$ cat src/hw/rtl/stkc_pkg.sv
`timescale 1ns / 1ps
// Shared types and constants of the stack calculator machine.
// Depends on nothing; every other file of the block uses it.
package stkc_pkg;

  localparam int DATA_W  = 32;
  localparam int DEPTH_W = 5;
  localparam int ADDR_W  = 3;

  // Opcodes.
  localparam logic [7:0] OP_LIT  = 8'd0;
  localparam logic [7:0] OP_ADD  = 8'd1;
  localparam logic [7:0] OP_SUB  = 8'd2;
  localparam logic [7:0] OP_MUL  = 8'd3;
  localparam logic [7:0] OP_DIV  = 8'd4;
  localparam logic [7:0] OP_USER = 8'd5;

  // Result status codes.
  localparam logic [2:0] ST_OK        = 3'd0;
  localparam logic [2:0] ST_UNDERFLOW = 3'd1;
  localparam logic [2:0] ST_OVERFLOW  = 3'd2;
  localparam logic [2:0] ST_INVALID   = 3'd3;
  localparam logic [2:0] ST_DIVZERO   = 3'd4;
  localparam logic [2:0] ST_SKIPPED   = 3'd5;

  // How the datapath wants the decoded instruction to be sequenced.
  localparam logic [1:0] ROUTE_DIRECT = 2'd0;
  localparam logic [1:0] ROUTE_ALU    = 2'd1;
  localparam logic [1:0] ROUTE_DIV    = 2'd2;

  // Register index, taken from paddr[2].
  localparam logic [0:0] REG_USER_VALUE = 1'b0;

  typedef struct packed {
    logic accept;
    logic alu_load;
    logic div_start;
    logic commit;
  } stkc_cmd_t;

  typedef struct packed {
    logic [1:0] route;
    logic       div_done;
    logic       out_free;
  } stkc_status_t;

endpackage

$ cat src/hw/rtl/stkc_if.sv
`timescale 1ns / 1ps
// Valid/ready channel interfaces for instructions and results.
// Depends on stkc_pkg for the data and depth widths.
interface stkc_instr_if;
  logic              valid;
  logic              ready;
  logic [7:0]        mode;
  logic signed [7:0] literal_byte;
  logic              last_instruction;

  modport source (output valid, mode, literal_byte, last_instruction, input ready);
  modport sink   (input valid, mode, literal_byte, last_instruction, output ready);
endinterface

interface stkc_result_if;
  logic                                 valid;
  logic                                 ready;
  logic [2:0]                           status_code;
  logic signed [stkc_pkg::DATA_W-1:0]   top_value;
  logic                                 top_valid;
  logic [stkc_pkg::DEPTH_W-1:0]         stack_depth;
  logic                                 program_done;

  modport source (output valid, status_code, top_value, top_valid, stack_depth,
                  program_done, input ready);
  modport sink   (input valid, status_code, top_value, top_valid, stack_depth,
                  program_done, output ready);
endinterface

$ cat src/hw/rtl/stkc_div.sv
`timescale 1ns / 1ps
// Iterative signed 32-bit divider, truncating, one quotient bit per cycle.
// Depends on stkc_pkg.
module stkc_div (
  input  logic                          clk,
  input  logic                          rst,
  input  logic                          start,
  input  logic [stkc_pkg::DATA_W-1:0]   dividend,
  input  logic [stkc_pkg::DATA_W-1:0]   divisor,
  output logic                          done,
  output logic [stkc_pkg::DATA_W-1:0]   quotient
);
  import stkc_pkg::*;

  logic [DATA_W-1:0] rem;
  logic [DATA_W-1:0] quo;
  logic [DATA_W-1:0] dvsr;
  logic              neg;
  logic              busy;
  logic [4:0]        step;
  logic [DATA_W-1:0] a_mag;
  logic [DATA_W-1:0] b_mag;
  logic [DATA_W:0]   shifted;
  logic [DATA_W+1:0] diff;

  assign a_mag   = dividend[DATA_W-1] ? (~dividend + 1'b1) : dividend;
  assign b_mag   = divisor[DATA_W-1]  ? (~divisor + 1'b1)  : divisor;
  assign shifted = {rem, quo[DATA_W-1]};
  assign diff    = {1'b0, shifted} - {2'b00, dvsr};

  always_ff @(posedge clk) begin
    if (rst) begin
      busy <= 1'b0;
      done <= 1'b0;
      step <= '0;
    end else begin
      done <= 1'b0;
      if (start) begin
        busy <= 1'b1;
        step <= '0;
      end else if (busy) begin
        step <= step + 5'd1;
        if (step == 5'd31) begin
          busy <= 1'b0;
          done <= 1'b1;
        end
      end
    end
  end

  // Restoring division on magnitudes; the remainder always stays below the divisor.
  always_ff @(posedge clk) begin
    if (start) begin
      rem  <= '0;
      quo  <= a_mag;
      dvsr <= b_mag;
      neg  <= dividend[DATA_W-1] ^ divisor[DATA_W-1];
    end else if (busy) begin
      if (!diff[DATA_W+1]) begin
        rem <= diff[DATA_W-1:0];
        quo <= {quo[DATA_W-2:0], 1'b1};
      end else begin
        rem <= shifted[DATA_W-1:0];
        quo <= {quo[DATA_W-2:0], 1'b0};
      end
    end
  end

  assign quotient = neg ? (~quo + 1'b1) : quo;

endmodule

$ cat src/hw/rtl/stkc_ctrl.sv
`timescale 1ns / 1ps
// Sequencer of the stack calculator: takes an instruction, steps it through
// decode, arithmetic and commit. Depends on stkc_pkg.
module stkc_ctrl (
  input  logic                   clk,
  input  logic                   rst,
  input  logic                   in_valid,
  output logic                   in_ready,
  input  stkc_pkg::stkc_status_t status,
  output stkc_pkg::stkc_cmd_t    cmd
);
  import stkc_pkg::*;

  localparam logic [1:0] S_IDLE   = 2'd0;
  localparam logic [1:0] S_DECODE = 2'd1;
  localparam logic [1:0] S_DIV    = 2'd2;
  localparam logic [1:0] S_COMMIT = 2'd3;

  logic [1:0] state;
  logic [1:0] state_next;

  assign in_ready = (state == S_IDLE);

  always_comb begin
    state_next    = state;
    cmd           = '0;
    cmd.accept    = in_valid && in_ready;
    unique case (state)
      S_IDLE: begin
        if (in_valid) state_next = S_DECODE;
      end
      S_DECODE: begin
        unique case (status.route)
          ROUTE_ALU: begin
            cmd.alu_load = 1'b1;
            state_next   = S_COMMIT;
          end
          ROUTE_DIV: begin
            cmd.div_start = 1'b1;
            state_next    = S_DIV;
          end
          default: state_next = S_COMMIT;
        endcase
      end
      S_DIV: begin
        if (status.div_done) state_next = S_COMMIT;
      end
      S_COMMIT: begin
        // Hold the finished item until the result register is free.
        if (status.out_free) begin
          cmd.commit = 1'b1;
          state_next = S_IDLE;
        end
      end
      default: state_next = S_IDLE;
    endcase
  end

  always_ff @(posedge clk) begin
    if (rst) begin
      state <= S_IDLE;
    end else begin
      state <= state_next;
    end
  end

endmodule

$ cat src/hw/rtl/stkc_dp.sv
`timescale 1ns / 1ps
// Datapath of the stack calculator: stack memory, top-of-stack register,
// decode, ALU, divider and result register. Depends on stkc_pkg, stkc_if and stkc_div.
module stkc_dp #(
  parameter int STACK_DEPTH = 16
) (
  input  logic                          clk,
  input  logic                          rst,
  input  stkc_pkg::stkc_cmd_t           cmd,
  output stkc_pkg::stkc_status_t        status,
  input  logic [7:0]                    mode,
  input  logic [7:0]                    literal_byte,
  input  logic                          last_instruction,
  input  logic [stkc_pkg::DATA_W-1:0]   user_value,
  stkc_result_if.source                 result
);
  import stkc_pkg::*;

  localparam int CW = $clog2(STACK_DEPTH + 1);
  localparam int AW = $clog2(STACK_DEPTH);

  logic [7:0]        mode_q;
  logic [7:0]        lit_q;
  logic              last_q;
  logic [CW-1:0]     count;
  logic [CW-1:0]     count_next;
  logic [DATA_W-1:0] tos;
  logic [DATA_W-1:0] tos_next;
  logic              faulted;
  logic [DATA_W-1:0] mem [STACK_DEPTH];
  logic [DATA_W-1:0] below;
  logic [AW-1:0]     rd_addr;
  logic [AW-1:0]     wr_addr;
  logic              wr_en;
  logic              is_push;
  logic              is_bin;
  logic              ok;
  logic [2:0]        err;
  logic [DATA_W-1:0] alu_res;
  logic [DATA_W-1:0] alu_val;
  logic [DATA_W-1:0] push_val;
  logic [DATA_W-1:0] bin_res;
  logic [DATA_W-1:0] div_q;
  logic              div_done;
  logic              out_valid;

  // The entry under the top is read continuously; it is registered and settles in the cycle after a commit.
  assign rd_addr = AW'(count - CW'(2));

  always_ff @(posedge clk) begin
    below <= mem[rd_addr];
    if (wr_en) mem[wr_addr] <= tos_next;
  end

  always_ff @(posedge clk) begin
    if (cmd.accept) begin
      mode_q <= mode;
      lit_q  <= literal_byte;
      last_q <= last_instruction;
    end
  end

  assign is_push = (mode_q == OP_LIT) || (mode_q == OP_USER);
  assign is_bin  = (mode_q >= OP_ADD) && (mode_q <= OP_DIV);

  always_comb begin
    err = ST_OK;
    if (is_push) begin
      if (count >= CW'(STACK_DEPTH)) err = ST_OVERFLOW;
    end else if (!is_bin) begin
      err = ST_INVALID;
    end else if (count < CW'(2)) begin
      err = ST_UNDERFLOW;
    end else if ((mode_q == OP_DIV) && (tos == '0)) begin
      err = ST_DIVZERO;
    end
  end

  assign ok = !faulted && (err == ST_OK);

  always_comb begin
    if (!ok || is_push) begin
      status.route = ROUTE_DIRECT;
    end else if (mode_q == OP_DIV) begin
      status.route = ROUTE_DIV;
    end else begin
      status.route = ROUTE_ALU;
    end
  end
  assign status.div_done = div_done;
  assign status.out_free = !out_valid || result.ready;

  always_comb begin
    case (mode_q)
      OP_ADD:  alu_val = below + tos;
      OP_SUB:  alu_val = below - tos;
      default: alu_val = DATA_W'(below * tos);
    endcase
  end

  always_ff @(posedge clk) begin
    if (cmd.alu_load) alu_res <= alu_val;
  end

  stkc_div u_div (
    .clk      (clk),
    .rst      (rst),
    .start    (cmd.div_start),
    .dividend (below),
    .divisor  (tos),
    .done     (div_done),
    .quotient (div_q)
  );

  assign push_val = (mode_q == OP_LIT) ? {{(DATA_W-8){lit_q[7]}}, lit_q} : user_value;
  assign bin_res  = (mode_q == OP_DIV) ? div_q : alu_res;

  always_comb begin
    count_next = count;
    tos_next   = tos;
    wr_en      = 1'b0;
    wr_addr    = rd_addr;
    if (ok && is_push) begin
      count_next = count + CW'(1);
      tos_next   = push_val;
      wr_en      = cmd.commit;
      wr_addr    = count[AW-1:0];
    end else if (ok && is_bin) begin
      count_next = count - CW'(1);
      tos_next   = bin_res;
      wr_en      = cmd.commit;
    end
  end

  always_ff @(posedge clk) begin
    if (rst) begin
      count     <= '0;
      faulted   <= 1'b0;
      out_valid <= 1'b0;
    end else begin
      if (cmd.commit) begin
        count     <= count_next;
        faulted   <= !last_q && (faulted || (err != ST_OK));
        out_valid <= 1'b1;
      end else if (result.ready) begin
        out_valid <= 1'b0;
      end
    end
  end

  always_ff @(posedge clk) begin
    if (cmd.commit) begin
      tos                 <= tos_next;
      result.status_code  <= faulted ? ST_SKIPPED : err;
      result.top_value    <= (count_next != '0) ? tos_next : '0;
      result.top_valid    <= (count_next != '0);
      result.stack_depth  <= DEPTH_W'(count_next);
      result.program_done <= last_q;
    end
  end

  assign result.valid = out_valid;

endmodule

$ cat src/hw/rtl/stack_calculator_machine_core.sv
`timescale 1ns / 1ps
// Top level of the stack calculator machine: configuration port, sequencer
// and datapath. Depends on stkc_pkg, stkc_if, stkc_ctrl, stkc_dp and stkc_div.
//
// Usage: instructions arrive on the instr channel (mode, literal_byte,
// last_instruction) and each one yields exactly one item on the result
// channel (status, top of stack, depth, end-of-program flag). A transfer
// takes place on a clock edge with valid and ready both high.
// An instruction is taken only when the previous one has committed. Push,
// add, subtract, multiply, faults and skipped items go from transfer through
// decode to commit and result; a divide also waits for the divider, which
// yields one quotient bit per cycle.
// The user value register sits at byte addresses 0 to 3 (paddr[2] low) of the
// APB-style port; pready is tied high and writes at addresses 4 to 7 are ignored.
// Synchronous reset empties the stack, clears the fault flag, drops any
// pending result and sets the user value to zero. The stack memory itself
// is not cleared; entries are only read after being pushed.
// If the receiver stalls, the result register holds its item; a further
// instruction may be taken and run up to commit, where it waits.
module stack_calculator_machine_core #(
  parameter int STACK_DEPTH = 16
) (
  input  logic                          clk,
  input  logic                          rst,
  stkc_instr_if.sink                    instr,
  stkc_result_if.source                 result,
  input  logic                          psel,
  input  logic                          penable,
  input  logic                          pwrite,
  input  logic [stkc_pkg::ADDR_W-1:0]   paddr,
  input  logic [stkc_pkg::DATA_W-1:0]   pwdata,
  output logic [stkc_pkg::DATA_W-1:0]   prdata,
  output logic                          pready
);
  import stkc_pkg::*;

  logic [DATA_W-1:0] user_value;
  stkc_cmd_t         cmd;
  stkc_status_t      status;

  assign pready = 1'b1;

  always_ff @(posedge clk) begin
    if (rst) begin
      user_value <= '0;
    end else if (psel && penable && pwrite && pready
                 && (paddr[2:2] == REG_USER_VALUE)) begin
      user_value <= pwdata;
    end
  end

  assign prdata = (paddr[2:2] == REG_USER_VALUE) ? user_value : '0;

  stkc_ctrl u_ctrl (
    .clk      (clk),
    .rst      (rst),
    .in_valid (instr.valid),
    .in_ready (instr.ready),
    .status   (status),
    .cmd      (cmd)
  );

  stkc_dp #(
    .STACK_DEPTH (STACK_DEPTH)
  ) u_dp (
    .clk              (clk),
    .rst              (rst),
    .cmd              (cmd),
    .status           (status),
    .mode             (instr.mode),
    .literal_byte     (instr.literal_byte),
    .last_instruction (instr.last_instruction),
    .user_value       (user_value),
    .result           (result)
  );

endmodule
$ cat src/flat_wrapper.sv
// flat-port wrapper written by rule: the top's interface ports become plain ports
module stack_calculator_machine_core_flat import stkc_pkg::*;
#(
  parameter int STACK_DEPTH = 16
)
  (clk, rst, psel, penable, pwrite, paddr, pwdata, prdata, pready, instr_valid, instr_mode, instr_literal_byte, instr_last_instruction, instr_ready, result_valid, result_status_code, result_top_value, result_top_valid, result_stack_depth, result_program_done, result_ready);
  stkc_instr_if instr_i ();
  stkc_result_if result_i ();
  input  logic clk;
  input  logic rst;
  input  logic psel;
  input  logic penable;
  input  logic pwrite;
  input  logic [stkc_pkg::ADDR_W-1:0] paddr;
  input  logic [stkc_pkg::DATA_W-1:0] pwdata;
  output logic [stkc_pkg::DATA_W-1:0] prdata;
  output logic pready;
  input wire logic [$bits(instr_i.valid)-1:0] instr_valid;
  input wire logic [$bits(instr_i.mode)-1:0] instr_mode;
  input wire logic [$bits(instr_i.literal_byte)-1:0] instr_literal_byte;
  input wire logic [$bits(instr_i.last_instruction)-1:0] instr_last_instruction;
  output wire logic [$bits(instr_i.ready)-1:0] instr_ready;
  output wire logic [$bits(result_i.valid)-1:0] result_valid;
  output wire logic [$bits(result_i.status_code)-1:0] result_status_code;
  output wire logic [$bits(result_i.top_value)-1:0] result_top_value;
  output wire logic [$bits(result_i.top_valid)-1:0] result_top_valid;
  output wire logic [$bits(result_i.stack_depth)-1:0] result_stack_depth;
  output wire logic [$bits(result_i.program_done)-1:0] result_program_done;
  input wire logic [$bits(result_i.ready)-1:0] result_ready;
  assign instr_i.valid = instr_valid;
  assign instr_i.mode = instr_mode;
  assign instr_i.literal_byte = instr_literal_byte;
  assign instr_i.last_instruction = instr_last_instruction;
  assign instr_ready = instr_i.ready;
  assign result_valid = result_i.valid;
  assign result_status_code = result_i.status_code;
  assign result_top_value = result_i.top_value;
  assign result_top_valid = result_i.top_valid;
  assign result_stack_depth = result_i.stack_depth;
  assign result_program_done = result_i.program_done;
  assign result_i.ready = result_ready;
  stack_calculator_machine_core #(.STACK_DEPTH(STACK_DEPTH)) u_core (.clk(clk), .rst(rst), .instr(instr_i), .result(result_i), .psel(psel), .penable(penable), .pwrite(pwrite), .paddr(paddr), .pwdata(pwdata), .prdata(prdata), .pready(pready));
endmodule
$ cat config.mk
export PLATFORM = sky130hd
export DESIGN_NAME = stack_calculator_machine_core_flat
export DESIGN_NICKNAME = d
export VERILOG_FILES = /design/src/hw/rtl/stkc_pkg.sv /design/src/hw/rtl/stkc_if.sv /design/src/hw/rtl/stkc_div.sv /design/src/hw/rtl/stkc_ctrl.sv /design/src/hw/rtl/stkc_dp.sv /design/src/hw/rtl/stack_calculator_machine_core.sv /design/src/flat_wrapper.sv
export SDC_FILE = /design/constraint.sdc
export NUM_CORES = 2
export LEC_CHECK = 0
export ABC_AREA = 1
export BUFFER_PORTS_ARGS = -buffer_cell sky130_fd_sc_hd__buf_2
export CORE_MARGIN = 4
export CORE_UTILIZATION = 52
export CTS_BUF_LIST = sky130_fd_sc_hd__clkbuf_2
export CTS_CLUSTER_SIZE = 20
export DETAILED_ROUTE_END_ITERATION = 10
export GPL_ROUTABILITY_DRIVEN = 0
export GPL_TIMING_DRIVEN = 0
export PLACE_DENSITY = 0.73
export REMOVE_ABC_BUFFERS = 1
export SETUP_SLACK_MARGIN = 0.3
export SYNTH_ARGS = -nofsm -noshare
export SYNTH_HDL_FRONTEND = slang
export SYNTH_SLANG_ARGS = --single-unit
$ cat constraint.sdc
create_clock -name clk -period 6.5 [get_ports clk]
set_input_delay 0.65 -clock clk [delete_from_list [all_inputs] [get_ports clk]]
set_output_delay 0.65 -clock clk [all_outputs]
set_load 0.005 [all_outputs]
==> reports/metrics.csv <==
metric,value,unit
outcome,"finished, violations left",
failing checks,"max-capacitance violations, max-slew violations, negative setup slack",
critical path required time,7.86,ns
Final Cycle Share,107,%
Fin. Hold Viols,0,
most frequent cells in the layout,"nand2_1 (1249), inv_1 (1023), edfxtp_1 (700), nor2_1 (505), o21ai_0 (499)",
Die Ht,335,µm
detailed-placement wirelength estimate,111,mm
die area,113000,µm²
"Max stage delay cell, worst path",fa_2,
Rows,119,
Die W,335,µm
post-DR wirelength/cell,21.8,µm
Starting Density,52.7,%
max capacitance violation total,1,
RSZ-0062 raised after global routing,yes,
First DRT Iteration DRCs,5663,
vias per cell,5.82,
placed cell area,58200,µm²
CP arrival,8.28,ns
Final Cell Area,64600,µm²
H-Tree Depth,4,
grt ovf,0,
share of the synthesized area in the top cell type,37.7,%
CP bufs+invs,8,
total CTS buffers,195,
Synth Cell Area,55800,µm²
crit-path leading delay family,adder cells,
"CTS clk-pin slew, worst paths",0.11,ns
combinational family with the most area after synthesis,adder cells,
gr usage total,30.8,%
post-synthesis area per instance,8.94,µm²
ys async rst share,0,%
io pins,136,
Final Max Tran Viols,13,
vias,47500,
Clock Latency Late Sink,1.67,ns
Fill cells,8362,
Simple-Gate Fraction of Synth Area,15.8,%
Compound-Gate Fraction of Synth Area,11.4,%
drt first pass iters,9,
synthesis-to-layout area growth,15.9,%
adder-cell share of the synthesized area,19.2,%
Remaining DRCs,0,
Critical Path Source Type,flip-flop,
Fmax achieved,144,MHz
"most common cell after layout, fill and taps aside",nand2_1,
Min-Delay Path Class,in -> reg,
clk sink count,812,
CTS tree,built,
initial antenna violation count,5,
"slowest stage delay, CP",0.63,ns
clock skew,0.179,ns
vias in the first global route,46700,
kind of critical path,reg -> reg,
CP Capture Type,flip-flop,
synthesized flop and latch total,812,
final wirelength,178,mm
min Tclk post-route,6.93,ns
Worst Max-Slew Pin Slew,1.57,ns
multiplexer area fraction after synthesis,0,%
"EDFF count, synth",700,
Nets,7264,
setup ws final,-0.427,ns
Yosys cell types,58,
port buffer count,132,
proportion of layout cells with a drive suffix above 1,15.5,%
Syn Inst Count,6239,
register area share after synthesis,41.7,%
main area contributors after synthesis,"edfxtp_1 (38%), fa_1 (15%), nand2_1 (8.7%)",
final setup fails,14,
clock buffer depth,3,
CTS Root Cell,clkbuf_2,
Synth area leader,edfxtp_1,
Post-Synth XOR/XNOR Area,1.96,%
largest net degree at the start of global routing,139,
Ys Warns,0,
"Max FO, Critical Path",5,
Finished Core Util,61.1,%
Core Region,106000,µm²
CP dominant cell by count,fa_1,
Post-synth top flop,edfxtp_1,
ANT nets after route,0,
first-pass GRT wire length,265,mm
Relative slew margins,-4.56,%
-- layout make-up --
class / count / area (µm²) / area share, %
Antenna cell: 16 / 40.0 / 0.0619
Multi-Input combinational cell: 4004 / 28400 / 43.9
Sequential cell: 812 / 23400 / 36.1
Tap cell: 1391 / 1740 / 2.69
Inverter: 1096 / 4130 / 6.39
Timing Repair Buffer: 485 / 5090 / 7.88
Clock inverter: 82 / 489 / 0.757
Clock buffer: 278 / 1390 / 2.15
-- stage by stage --
stage          hold slack (ns)  TNS [ns]  setup WS (ns)  cells
4_1_cts                0.00795     -2.37         -0.252   8113
3_5_place_dp             0.463    -16.43          -1.59   7486
6_report                 0.126     -3.98         -0.427   8164
2_1_floorplan            0.427  -1865.00          -5.10   5911
5_1_grt                 0.0875     -5.47         -0.520   8158
3_3_place_gp             0.454         -         -12.86   7434
-- logic make-up after synthesis --
group / Yosys count
AO/OA/AOI/OAI: 1103
XOR/XNOR: 124
adder cells (fa/ha/maj): 611
buffers and inverters: 1424
flip-flops: 812
other: 1
AND/OR/NAND/NOR: 2164
-- per-layer routing --
layer	share of wire (%)	global-route usage, %
met1	36	38.4
met2	46	49.5
met3	12	7.20
met4	6.7	17.5
met5	0	0
-- synth_stat cells (6+ instances only) --
| master | n |
|---|---|
| buf_2 | 15 |
| nor2_2 | 6 |
| a21o_1 | 16 |
| fa_1 | 410 |
| xnor2_1 | 50 |
| ha_1 | 201 |
| buf_1 | 51 |
| nor3_1 | 33 |
| or2_2 | 9 |
| inv_2 | 15 |
| edfxtp_1 | 700 |
| dfxtp_1 | 112 |
| a31oi_1 | 13 |
| a21oi_1 | 234 |
| nor4_1 | 8 |
| o221ai_1 | 103 |
| clkbuf_1 | 246 |
| o211ai_1 | 47 |
| buf_6 | 8 |
| o21ai_1 | 54 |
| o21ai_0 | 530 |
| xor2_1 | 73 |
| a21oi_2 | 29 |
| nor2_1 | 533 |
| nand3b_1 | 11 |
| nand2_2 | 11 |
| nand3_1 | 209 |
| o22ai_1 | 30 |
| inv_1 | 1077 |
| o21a_1 | 12 |
| nand4_1 | 28 |
| nand2_1 | 1292 |
| o21bai_1 | 11 |
-- what timing repair did --
action,in CTS,in global routing
pin swaps,178,143
setup endpoints to repair,38,72
cloned,5,3
hold buffers,140,0
resized for setup,202,201
hold endpoints to repair,82,0
setup buffers,122,32
-- worst paths after layout --
| kind | endpoint | cells past startpoint | slack (ns) | start |
|---|---|---|---|---|
| worst max-delay path | u_core.u_dp.alu_res[26] | 27 | -0.43 | u_core.u_dp.tos[4] |
| worst min-delay path | u_core.user_value[18] | 6 | 0.13 | penable |
| worst max register to register | u_core.u_dp.alu_res[26] | 27 | -0.43 | u_core.u_dp.tos[4] |
| worst min register to register | u_core.u_dp.u_div.rem[21] | 2 | 0.48 | u_core.u_dp.u_div.rem[21] |
-- registers in the layout, summed over array words and instances (netlist names) --
name                             cells
u_core.u_dp.mem                    512
u_core.u_dp.alu_res                 32
u_core.u_dp.below                   32
u_core.u_dp.result.top_value        32
u_core.u_dp.tos                     32
u_core.u_dp.u_div.dvsr              32
u_core.u_dp.u_div.quo               32
u_core.u_dp.u_div.rem               32
u_core.user_value                   32
u_core.u_dp.lit_q                    8
u_core.u_dp.mode_q                   8
u_core.u_dp.count                    5
u_core.u_dp.result.stack_depth       5
u_core.u_dp.u_div.step               5
u_core.u_dp.result.status_code       3
u_core.u_ctrl.state                  2
u_core.u_dp.faulted                  1
u_core.u_dp.last_q                   1
u_core.u_dp.result.program_done      1
u_core.u_dp.result.top_valid         1
u_core.u_dp.result.valid             1
u_core.u_dp.u_div.busy               1
u_core.u_dp.u_div.done               1
u_core.u_dp.u_div.neg                1
-- tightest hold or removal path, cell delays in order --
cell,delay [ns]
buf_2,0.09
nand3_1,0.05
nor2_1,0.05
clkinv_2,0.34
buf_12,0.27
a21oi_1,0.10
Power is not shown: default switching activity piles up to over one toggle a cycle in this logic, so the estimate is an artifact.
